File: config.mk
export PLATFORM = sky130hd
export DESIGN_NAME = stable_priority_queue
export DESIGN_NICKNAME = d
export VERILOG_FILES = /design/src/sv/spq_pkg.sv /design/src/sv/spq_ctrl.sv /design/src/sv/spq_datapath.sv /design/src/sv/stable_priority_queue.sv
export SDC_FILE = /design/constraint.sdc
export NUM_CORES = 1
export LEC_CHECK = 0
export ABC_CLOCK_PERIOD_IN_PS = 9800
export BUFFER_PORTS_ARGS = -buffer_cell sky130_fd_sc_hd__clkbuf_2
export CAP_MARGIN = 20
export CORE_ASPECT_RATIO = 1.1
export CORE_MARGIN = 10
export CORE_UTILIZATION = 50
export DETAILED_ROUTE_END_ITERATION = 16
export HOLD_SLACK_MARGIN = 0.12
export PLACE_DENSITY = 0.64
export SYNTH_ARGS = -nofsm -noshare
export SYNTH_HDL_FRONTEND = slang
export SYNTH_SLANG_ARGS = --single-unit
File: constraint.sdc
create_clock -name clk_i -period 9.8 [get_ports clk_i]
set_input_delay 1.47 -clock clk_i [delete_from_list [all_inputs] [get_ports clk_i]]
set_output_delay 1.47 -clock clk_i [all_outputs]
set_load 0.01 [all_outputs]
File: src/sv/spq_pkg.sv
// Shared types and codes for the stable priority queue.
package spq_pkg;

  localparam logic OP_ENQUEUE = 1'b0;
  localparam logic OP_DEQUEUE = 1'b1;

  localparam logic [1:0] STATUS_DONE  = 2'd0;
  localparam logic [1:0] STATUS_EMPTY = 2'd1;
  localparam logic [1:0] STATUS_FULL  = 2'd2;

  typedef struct packed {
    logic        operation;
    logic [15:0] item_id;
    logic [7:0]  severity;
  } in_req_t;

  typedef struct packed {
    logic [1:0]  status;
    logic [15:0] removed_id;
    logic [7:0]  removed_severity;
    logic [15:0] head_id;
    logic [7:0]  head_severity;
    logic        is_empty;
    logic [4:0]  entry_count;
  } out_rsp_t;

  // controller to datapath
  typedef struct packed {
    logic       load;
    logic       enq;
    logic       deq;
    logic [1:0] status;
  } spq_cmd_t;

  // datapath to controller
  typedef struct packed {
    logic full;
    logic empty;
  } spq_sts_t;

endpackage

File: src/sv/spq_ctrl.sv
// Request handshake and result hold controller for the stable priority queue.
module spq_ctrl (
  input  logic              clk_i,
  input  logic              rst_ni,
  input  logic              in_valid_i,
  output logic              in_ready_o,
  input  logic              operation_i,
  output logic              out_valid_o,
  input  logic              out_ready_i,
  input  spq_pkg::spq_sts_t sts_i,
  output spq_pkg::spq_cmd_t cmd_o
);
  import spq_pkg::*;

  localparam logic S_IDLE = 1'b0;
  localparam logic S_HOLD = 1'b1;

  logic state_q, state_d;
  logic accept;

  assign in_ready_o  = (state_q == S_IDLE) || out_ready_i;
  assign out_valid_o = (state_q == S_HOLD);
  assign accept      = in_valid_i && in_ready_o;

  always_comb begin
    cmd_o.load   = accept;
    cmd_o.enq    = 1'b0;
    cmd_o.deq    = 1'b0;
    cmd_o.status = STATUS_DONE;
    if (operation_i == OP_ENQUEUE) begin
      if (sts_i.full) begin
        cmd_o.status = STATUS_FULL;
      end else begin
        cmd_o.enq = accept;
      end
    end else begin
      if (sts_i.empty) begin
        cmd_o.status = STATUS_EMPTY;
      end else begin
        cmd_o.deq = accept;
      end
    end
  end

  always_comb begin
    state_d = state_q;
    case (state_q)
      S_IDLE: begin
        if (accept) state_d = S_HOLD;
      end
      S_HOLD: begin
        // a new request refills the result register as the old one leaves
        if (!accept && out_ready_i) state_d = S_IDLE;
      end
      default: state_d = S_IDLE;
    endcase
  end

  always_ff @(posedge clk_i or negedge rst_ni) begin
    if (!rst_ni) begin
      state_q <= S_IDLE;
    end else begin
      state_q <= state_d;
    end
  end

endmodule

File: src/sv/spq_datapath.sv
// Sorted slot chain, occupancy counter and result register of the priority queue.
module spq_datapath #(
  parameter int QUEUE_DEPTH = 16
) (
  input  logic              clk_i,
  input  logic              rst_ni,
  input  spq_pkg::in_req_t  req_i,
  input  spq_pkg::spq_cmd_t cmd_i,
  output spq_pkg::spq_sts_t sts_o,
  output spq_pkg::out_rsp_t rsp_o
);
  import spq_pkg::*;

  localparam int CntW = $clog2(QUEUE_DEPTH + 1);

  logic [15:0]         id_q  [QUEUE_DEPTH];
  logic [7:0]          sev_q [QUEUE_DEPTH];
  logic [CntW-1:0]     count_q, count_d;
  logic [QUEUE_DEPTH-1:0] take;
  out_rsp_t            rsp_q, rsp_d;

  assign sts_o.full  = (count_q == CntW'(QUEUE_DEPTH));
  assign sts_o.empty = (count_q == '0);

  // a slot takes part in the insert when it is empty or holds a strictly lower severity
  for (genvar i = 0; i < QUEUE_DEPTH; i++) begin : g_cell
    assign take[i] = (CntW'(i) >= count_q) || (sev_q[i] < req_i.severity);

    always_ff @(posedge clk_i) begin
      if (cmd_i.enq && take[i]) begin
        if (i > 0 && take[(i > 0) ? i - 1 : 0]) begin
          id_q[i]  <= id_q[(i > 0) ? i - 1 : 0];
          sev_q[i] <= sev_q[(i > 0) ? i - 1 : 0];
        end else begin
          id_q[i]  <= req_i.item_id;
          sev_q[i] <= req_i.severity;
        end
      end else if (cmd_i.deq && i < QUEUE_DEPTH - 1) begin
        id_q[i]  <= id_q[(i < QUEUE_DEPTH - 1) ? i + 1 : i];
        sev_q[i] <= sev_q[(i < QUEUE_DEPTH - 1) ? i + 1 : i];
      end
    end
  end

  always_comb begin
    count_d = count_q;
    if (cmd_i.enq) count_d = count_q + CntW'(1);
    if (cmd_i.deq) count_d = count_q - CntW'(1);
  end

  always_comb begin
    rsp_d                  = '0;
    rsp_d.status           = cmd_i.status;
    rsp_d.is_empty         = (count_d == '0);
    rsp_d.entry_count      = 5'(count_d);
    if (cmd_i.enq) begin
      if (take[0]) begin
        rsp_d.head_id       = req_i.item_id;
        rsp_d.head_severity = req_i.severity;
      end else begin
        rsp_d.head_id       = id_q[0];
        rsp_d.head_severity = sev_q[0];
      end
    end else if (cmd_i.deq) begin
      rsp_d.removed_id       = id_q[0];
      rsp_d.removed_severity = sev_q[0];
      if (count_q > CntW'(1)) begin
        rsp_d.head_id       = id_q[1];
        rsp_d.head_severity = sev_q[1];
      end
    end else if (count_q != '0) begin
      rsp_d.head_id       = id_q[0];
      rsp_d.head_severity = sev_q[0];
    end
  end

  always_ff @(posedge clk_i or negedge rst_ni) begin
    if (!rst_ni) begin
      count_q <= '0;
    end else begin
      count_q <= count_d;
    end
  end

  always_ff @(posedge clk_i) begin
    if (cmd_i.load) rsp_q <= rsp_d;
  end

  assign rsp_o = rsp_q;

endmodule

File: src/sv/stable_priority_queue.sv
// Top level of the stable priority queue: controller and slot-chain datapath.
// Latency: a result is valid the cycle after its request is accepted.
// Throughput: one request per cycle while out_ready_i is high; every slot compares with the
// new severity in parallel and the chain shifts at once; only the result register stalls.
// Reset: rst_ni clears the occupancy count and the result-valid state; slot contents
// are not cleared and are never shown before they are written.
module stable_priority_queue #(
  parameter int QUEUE_DEPTH = 16
) (
  input  logic              clk_i,
  input  logic              rst_ni,
  input  logic              in_valid_i,
  output logic              in_ready_o,
  input  spq_pkg::in_req_t  in_req_i,
  output logic              out_valid_o,
  input  logic              out_ready_i,
  output spq_pkg::out_rsp_t out_rsp_o
);
  import spq_pkg::*;

  spq_cmd_t cmd;
  spq_sts_t sts;

  spq_ctrl u_ctrl (
    .clk_i       (clk_i),
    .rst_ni      (rst_ni),
    .in_valid_i  (in_valid_i),
    .in_ready_o  (in_ready_o),
    .operation_i (in_req_i.operation),
    .out_valid_o (out_valid_o),
    .out_ready_i (out_ready_i),
    .sts_i       (sts),
    .cmd_o       (cmd)
  );

  spq_datapath #(
    .QUEUE_DEPTH (QUEUE_DEPTH)
  ) u_datapath (
    .clk_i  (clk_i),
    .rst_ni (rst_ni),
    .req_i  (in_req_i),
    .cmd_i  (cmd),
    .sts_o  (sts),
    .rsp_o  (out_rsp_o)
  );

endmodule

# [Word-level counts from Yosys, hierarchy flattened]
# Memories as Yosys holds them, arrays and structs flattened.
# Cells that the tools add are included.
[word_totals] output_inout_bits=58 inputBits=29 n_memories=2 word_cells=349 reg_bits=62 mem_bits_rw=384
[classes] n_bitwise=62 mux=200 n_eq_ne=1 reduce_logical=40 magnitude_cmp=33 add_sub_neg=2
[mem_list] name="u_datapath.id_q" words=16 word_bits=16 rd=16 rd_ports_with_merged_regs=0 wr=16 line="spq_datapath.sv:16" source="logic [15:0] id_q [QUEUE_DEPTH];"
[mem_list] name="u_datapath.sev_q" words=16 word_bits=8 rd=16 rd_ports_with_merged_regs=0 wr=16 line="spq_datapath.sv:17" source="logic [7:0] sev_q [QUEUE_DEPTH];"
[op_table] operator="2-to-1 mux 16 bit" n=30
[op_table] operator="2-to-1 mux 8 bit" n=30
[op_table] operator="2-to-1 mux 1 bit" n=130
[op_table] operator="< comparator 8 bit" n=16
[op_table] operator="2-to-1 mux 24 bit" n=5
[op_table] operator="bitwise OR 1 bit" n=60
[op_table] operator=">= comparator 4 x 5 -> 1 bit, first input constant" n=8
[op_table] operator=">= comparator 3 x 5 -> 1 bit, first input constant" n=4
[op_table] operator="logical AND 1 bit" n=18
[op_table] operator="logical OR 1 bit" n=17
[op_table] operator=">= comparator 1 x 5 -> 1 bit, first input constant" n=2
[op_table] operator=">= comparator 2 x 5 -> 1 bit, first input constant" n=2
[op_table] operator="zero test 5 bit" n=2
[op_table] operator="2-to-1 mux 5 bit" n=2
[op_table] operator="adder 5 x 1 -> 5 bit, second input constant" n=1
[op_table] operator="equality test 5 bit, second input constant" n=1
[op_table] operator="greater-than comparator 5 x 1 -> 1 bit, second input constant" n=1
[op_table] operator="nonzero test 5 bit" n=1
[op_table] operator="subtractor 5 x 1 -> 5 bit, second input constant" n=1
[op_table] operator="2-to-1 mux 2 bit" n=2
[op_table] operator="NOT 1 bit" n=2
[op_table] operator="one-hot mux 1 bit (2 select lines)" n=1
[op_table] operator="OR reduction 2 bit" n=1
[op_table] operator="zero test 1 bit" n=1

# [Depth between registers and ports, before layout]
# Gate-level depths: netlist of the first run.
[logic_depth] ltp_word=10 ltp_mapped=12

# [Cells and area by module]
# Synthesis of the first run repeated with hierarchy kept, for this count alone.
[unflattened] cells_unflattened=2315 area_unflattened_um2=25619.6
[by_module_without_submodules] mod="spq_datapath" seq_area_each_um2=13337.8 cells_each=2305 area_each_um2=25528.2 n_inst=1
[by_module_without_submodules] mod="spq_ctrl" seq_area_each_um2=25.0 cells_each=10 area_each_um2=91.3 n_inst=1

# [Worst setup path before layout of the first run]
# No wires, ideal clock.
[synth_timing] path_kind="input-to-reg" start="input in_req_i[2] in the netlist's numbering" end="memory u_datapath.id_q[4][0] (netlist: u_datapath.id_q[0][64]), enable pin" t_arrival_ns=4.721 path_slack_ns=4.641 path_stages=8 n_path_buf=1 required_ns=9.362 cell_sequence="inv_1 > ha_1 > a211oi_1 > o21ai_1 > a41oi_1 > nor2_1 > clkbuf_1 > o21ai_0"
[synth_rtl] element="start: declaration" line="stable_priority_queue.sv:14" source="input spq_pkg::in_req_t in_req_i,"
[synth_rtl] element="end: declaration" line="spq_datapath.sv:16"

==> results of run 1 <==
## where the power goes
part           total (mW)  leakage (nW)  internal, mW  switching, mW
sequential           2.77          4.23          2.54          0.234
combinational        1.57          5.39         0.537           1.03
clock                1.82         0.751          1.02          0.796
## worst max path at each step
| stage | to |
|---|---|
| 4_1_cts | u_datapath.sev_q[2][16]$_DFFE_PP_ |
| 2_1_floorplan | u_datapath.id_q[0][64]$_DFFE_PP_ |
| 5_1_grt | u_datapath.id_q[1][79]$_DFFE_PP_ |
| 3_3_place_gp | u_datapath.id_q[1][39]$_DFFE_PP_ |
| 3_5_place_dp | u_datapath.id_q[1][38]$_DFFE_PP_ |
| 6_report | u_datapath.sev_q[2][16]$_DFFE_PP_ |
## sequential cells by signal, summed over array words and instances, names as in the netlist
register	count
u_datapath.id_q	256
u_datapath.count_q	5
u_ctrl.out_valid_o	1
u_datapath.rsp_o	56
u_datapath.sev_q	128
## cells in the mapped netlist (24+ instances only)
master,count
buf_2,78
and2_1,80
nand4_1,30
a222oi_1,24
inv_1,36
mux2i_1,72
ha_1,117
nand3_1,172
o211ai_1,192
o221a_2,24
nor3_1,57
o21ai_0,37
edfxtp_1,440
a21oi_1,111
nand2b_1,32
a221o_1,51
mux2_2,24
nor2_1,106
clkbuf_1,119
nand2_1,494
## metrics by stage
step,util [%],hold slack [ns]
final,55.6,0.556
after global routing,55.6,0.574
after CTS,55.3,0.559
after detailed placement,52.2,0.545
after global placement,52.0,0.529
after floorplan,-,0.520
## area by class of cell
cell class | count | area (um2) | area share (%)
Sequential cell | 446 | 13400 | 48.1
Multi-Input combinational cell | 1733 | 10900 | 39.3
Clock buffer | 66 | 1350 | 4.87
Timing Repair Buffer | 138 | 1020 | 3.68
Tap cell | 660 | 826 | 2.97
Clock inverter | 24 | 180 | 0.648
Inverter | 37 | 139 | 0.500
Antenna cell | 1 | 2.50 | 0.00900
## metal layers
| metal | global-route usage (%) | up-vias |
|---|---|---|
| met1 | 32.8 | 10200 |
| met4 | 12.1 | 6 |
| met5 | 0 | - |
| met3 | 3.58 | 212 |
| li1 | - | 9050 |
| met2 | 41.8 | 975 |
## critical path, cell delays in order
cell      delay [ns]
clkbuf_2        0.51
inv_1           0.61
ha_1            0.49
a21oi_1         0.14
o21ai_0         0.09
a21oi_1         0.22
o21a_1          0.86
and2_1          0.94
o211ai_1        0.22
## cell families after synthesis
family / Yosys count / synth area share (%)
simple gates: 1006 / 18.0
flops: 446 / 52.9
mux: 96 / 3.93
xor+xnor: 3 / 0.104
fa+ha+maj: 117 / 5.80
compound gates: 511 / 15.0
buf+inv: 248 / 4.26
==> impl_metrics.json, run 1 <==
{
  "status": "finished clean",
  "min-delay-start": "u_datapath.id_q[1][119]$_DFFE_PP_",
  "routabilityCongestion": 0.895,
  "port_buffers": 86,
  "synth_top_area_share_pct": 52.3,
  "postSynthAreaPerCell_um2": 10.4,
  "area_growth_pct": 10.1,
  "met2_length_mm": 38.2,
  "h-tree-depth": 2,
  "fmax_mhz": 189,
  "period_needed_ns": 5.28,
  "clock-skew-final_ns": 0.0283,
  "ys_warn_count": 0,
  "dr_total_vias": 20400,
  "ys_ff_latch": 446,
  "arrival_ns": 5.58,
  "drive_gt1_share_pct": 11.8,
  "core_region_area_um2": 50000,
  "hold_path.class": "reg2reg",
  "maxCapViolCount": 0,
  "ir_worst_vdd_mv": 0.192,
  "dp_hpwl_mm": 50.9,
  "slew_headroom_pct": 0.535,
  "clk_latency_ns": 0.62,
  "grt_pass1_vias": 20700,
  "worst-setup-path-type": "in2reg",
  "r2r_end": "u_datapath.sev_q[1][10]$_DFFE_PP_",
  "syn_inst": 2427,
  "io_pins": 87,
  "setup_ws_ns": 4.52,
  "clkSinkCount": 446,
  "worst-path-max-fanout": 25,
  "p_leak_nw": 10.4,
  "ant_nets": 0,
  "rows": 86,
  "wl_met3_mm": 5.59,
  "startpoint_type": "primary input",
  "syn-num-nets": 2573,
  "fin_crit_sh_pct": 53.9,
  "dieWidth_um": 234,
  "ys_top_cells_by_area": "edfxtp_1, nand2_1, ha_1",
  "overflow": 0,
  "setup_violations": 0,
  "ys_types": 66,
  "holdPathEnd": "u_datapath.id_q[1][103]$_DFFE_PP_",
  "grt_max_degree": 252,
  "routed.top_layer": "met5",
  "initial_core_util_pct": 50.5,
  "seq_area_frac_synth_pct": 52.9,
  "grt_pass1_wl_mm": 121,
  "vias_per_cell": 6.58,
  "synth_ff_type": "edfxtp_1",
  "yosysTopAreaCell": "edfxtp_1",
  "wl_per_cell_um": 25.3,
  "cp-end-kind": "flip-flop",
  "cts.path.max_buffers": 3,
  "cts.repair.resized": 0,
  "r2r_setup_slack_ns": 5.23,
  "fill_cells": 4391,
  "postCtsSetupBuffers": 0,
  "fin_tns_setup_ns": 0,
  "die_area_um2": 59900,
  "cts_root_buf": "clkbuf_16",
  "cts_tree": "built",
  "tightestPinTransition_ns": 1.49,
  "drt-total-wl_mm": 78.4,
  "cts_hold_buf": 0,
  "stdcell_area_um2": 27800,
  "drt_first_pass_iters": 7,
  "drt_iter0_markers": 2477,
  "nets": 2552,
  "grt_use_total_pct": 25.6,
  "drcViolationCount": 0,
  "power_mw": 6.16,
  "dpl_cell_area_um2": 26100,
  "grt_antenna_before_repair": 4,
  "numCtsBuffers": 50,
  "synth-edff-count": 440,
  "power_density_nw_per_um2": 222,
  "fin_cells": 3105,
  "hold_viol_final": 0,
  "mostFrequentLayoutCell": "nand2_1",
  "ys_async_sr_fraction_pct": 1.35,
  "rr_worst_depth": 9,
  "rsz0062_at_grt": "no",
  "dpl.cell_count": 3008,
  "crit_required_ns": 10.10,
  "clkTransAtPathRegs_ns": 0.06,
  "min_path_cells": 1,
  "wl_met1_mm": 31.1,
  "place_ws_ns": 3.96,
  "final_cell_mix": "nand2_1, edfxtp_1, o211ai_1",
  "finalMaxSlewViolations": 0,
  "r2r_start": "u_datapath.count_q[1]$_DFF_PN0_",
  "die_h_um": 256,
  "syn_area_um2": 25200,
  "startpoint": "in_req_i[5]"
}
(Power assumes the default switching activity.)
==> run 2: changes to the inputs <==
Settings changed: ABC_CLOCK_PERIOD_IN_PS 9800 to 4500, PLACE_DENSITY 0.64 to 0.67.
Clock period 9.8 ns to 4.5 ns, I/O delays scaled along.
==> run 2 against run 1 <==
Net effect:
- largest power group unchanged
- final cell count rose by 1.0%
- highest routed layer unchanged
- clock skew shrank 0.0055 ns
- routed wire length is 3.9% lower
- critical path type is now reg2reg
- clock power increased by 110%
==> impl_metrics.json, run 2 (synthesized netlist as in run 1, its figures left out) <==
{
  "drt_first_pass_iters": 6,
  "finalMaxSlewViolations": 0,
  "rsz0062_at_grt": "no",
  "grt_antenna_before_repair": 3,
  "ant_nets": 0,
  "stdcell_area_um2": 27900,
  "grt_use_total_pct": 24.6,
  "dpl_cell_area_um2": 26400,
  "tightestPinTransition_ns": 1.10,
  "swShare_pct": 33.2,
  "critPathSlowestCell": "dfrtp_1",
  "numCtsBuffers": 49,
  "worst-path-max-fanout": 54,
  "drcViolationCount": 0,
  "largest_register": "u_datapath.id_q",
  "postCtsSetupBuffers": 0,
  "setup_violations": 0,
  "clock-skew-final_ns": 0.0227,
  "antenna_cells": 0,
  "startpoint_type": "flip-flop",
  "holdPathEnd": "u_ctrl.out_valid_o$_DFF_PN0_",
  "path_delay_family": "buffers and inverters",
  "post-route-util_pct": 55.7,
  "grt_pass1_wl_mm": 118,
  "dp_hpwl_mm": 51.1,
  "fill_cells": 4384,
  "h-tree-depth": 2,
  "cts.path.max_buffers": 3,
  "fin_tns_setup_ns": 0,
  "vias_per_cell": 6.47,
  "arrival_ns": 3.92,
  "status": "finished clean",
  "final_cell_mix": "nand2_1, edfxtp_1, o211ai_1",
  "power.switching_mw": 4.40,
  "grt_max_degree": 167,
  "mostFrequentLayoutCell": "nand2_1",
  "pwr-share-comb_pct": 25.5,
  "die_area_um2": 59900,
  "power_mw": 13.3,
  "r2r_start": "u_datapath.count_q[1]$_DFF_PN0_",
  "overflow": 0,
  "drt-total-wl_mm": 75.3,
  "grt_pass1_vias": 20400,
  "ir_worst_vdd_mv": 0.380,
  "path_buf_inv": 4,
  "power_density_nw_per_um2": 475,
  "largest_register_ff_count": 256,
  "hold_viol_final": 0,
  "cts_tree": "built",
  "r2r_end": "u_datapath.id_q[0][87]$_DFFE_PP_",
  "cp-end-kind": "flip-flop",
  "dieWidth_um": 234,
  "wl_per_cell_um": 24.0,
  "initial_core_util_pct": 50.5,
  "rr_worst_depth": 10,
  "internal_power_mw": 8.86,
  "fmax_mhz": 278,
  "min-delay-start": "in_valid_i",
  "area_growth_pct": 10.5,
  "cts_root_buf": "clkbuf_16",
  "r2r_setup_slack_ns": 0.90,
  "dr_total_vias": 20300,
  "sequentialPowerShare_pct": 45.4,
  "io_pins": 87,
  "clk_latency_ns": 0.60,
  "worst-setup-path-type": "reg2reg",
  "maxCapViolCount": 0,
  "nets": 2586,
  "min_path_cells": 2,
  "pwr-share-clk_pct": 29.0,
  "clkSinkCount": 446,
  "die_h_um": 256,
  "slew_headroom_pct": 26.5,
  "drt_iter0_markers": 2592,
  "fin_crit_sh_pct": 80.0,
  "rows": 86,
  "crit_required_ns": 4.82,
  "core_region_area_um2": 50000,
  "drive_gt1_share_pct": 12.9,
  "port_buffers": 86,
  "hold_path.class": "in2reg",
  "cpMostUsedCell": "buf_4",
  "clkTransAtPathRegs_ns": 0.06,
  "p_leak_nw": 10.5,
  "routabilityCongestion": 0.891,
  "cp_slowest_stage_delay_ns": 0.60,
  "period_needed_ns": 3.60,
  "cp_cell_sequence": "inv_1 -> ha_1 -> nand4bb_1 -> and4_2 -> buf_12 -> o21a_1 -> buf_4 -> and2_1 -> buf_4 -> o211ai_1"
}
-- run 2: changes by cell type in the layout (fill, tap and decap cells not counted), moves of 2 or more --
cell	before	now
buf_16	6	0
clkinv_2	9	7
buf_12	6	8
clkbuf_16	52	50
buf_4	39	78
-- run 2: how the worst max path moves through the flow --
| stage | from | to | slack [ns] | cells past startpoint |
|---|---|---|---|---|
| floorplan | in_req_i[2] | u_datapath.id_q[0][64]$_DFFE_PP_ | 0.14 | 8 |
| global placement | in_req_i[2] | u_datapath.id_q[1][88]$_DFFE_PP_ | 0.63 | 11 |
| detailed placement | in_req_i[2] | u_datapath.sev_q[3][9]$_DFFE_PP_ | 0.58 | 11 |
| CTS | u_datapath.count_q[1]$_DFF_PN0_ | u_datapath.id_q[0][87]$_DFFE_PP_ | 0.96 | 10 |
| global route | u_datapath.count_q[1]$_DFF_PN0_ | u_datapath.id_q[0][91]$_DFFE_PP_ | 0.72 | 10 |
| finish | u_datapath.count_q[1]$_DFF_PN0_ | u_datapath.id_q[0][87]$_DFFE_PP_ | 0.90 | 10 |
-- run 2: area by class of cell --
class / count / area (um2) / share of cell area (%)
Clock buffer: 63 / 1300 / 4.66
Clock inverter: 24 / 168 / 0.601
Inverter: 37 / 139 / 0.498
Multi-Input combinational cell: 1733 / 10900 / 39.1
Sequential cell: 446 / 13400 / 47.9
Tap cell: 660 / 826 / 2.96
Timing Repair Buffer: 173 / 1190 / 4.25
-- run 2: timing repair --
item	in CTS	in global routing
hold endpoints to repair	6	0
resized for setup	0	0
hold buffers	1	0
endpoints found under the setup margin	0	0
-- run 2: metrics by stage --
step / std cells / setup slack [ns] / hold WS (ns)
2_1_floorplan: 2427 / 0.136 / 0.379
3_3_place_gp: 3046 / 0.626 / 0.509
3_5_place_dp: 3047 / 0.580 / 0.511
4_1_cts: 3135 / 0.955 / 0.344
5_1_grt: 3136 / 0.724 / 0.371
6_report: 3136 / 0.899 / 0.372
-- run 2: power by group through the flow --
stage	clock network, mW	registers [mW]	logic (mW)
2_1_floorplan	0	5.90	2.29
3_3_place_gp	0	6.07	3.21
3_5_place_dp	0	6.08	3.34
4_1_cts	3.87	6.01	3.35
5_1_grt	4.04	6.08	3.73
6_report	3.85	6.02	3.39
-- run 2: per-layer routing --
layer	vias up	GRT usage [%]	routed length, um
met5	-	0	41
met4	6	9.45	2870
met3	167	3.87	5750
met2	956	39.9	36400
met1	10100	32.6	30300
li1	9097	-	-
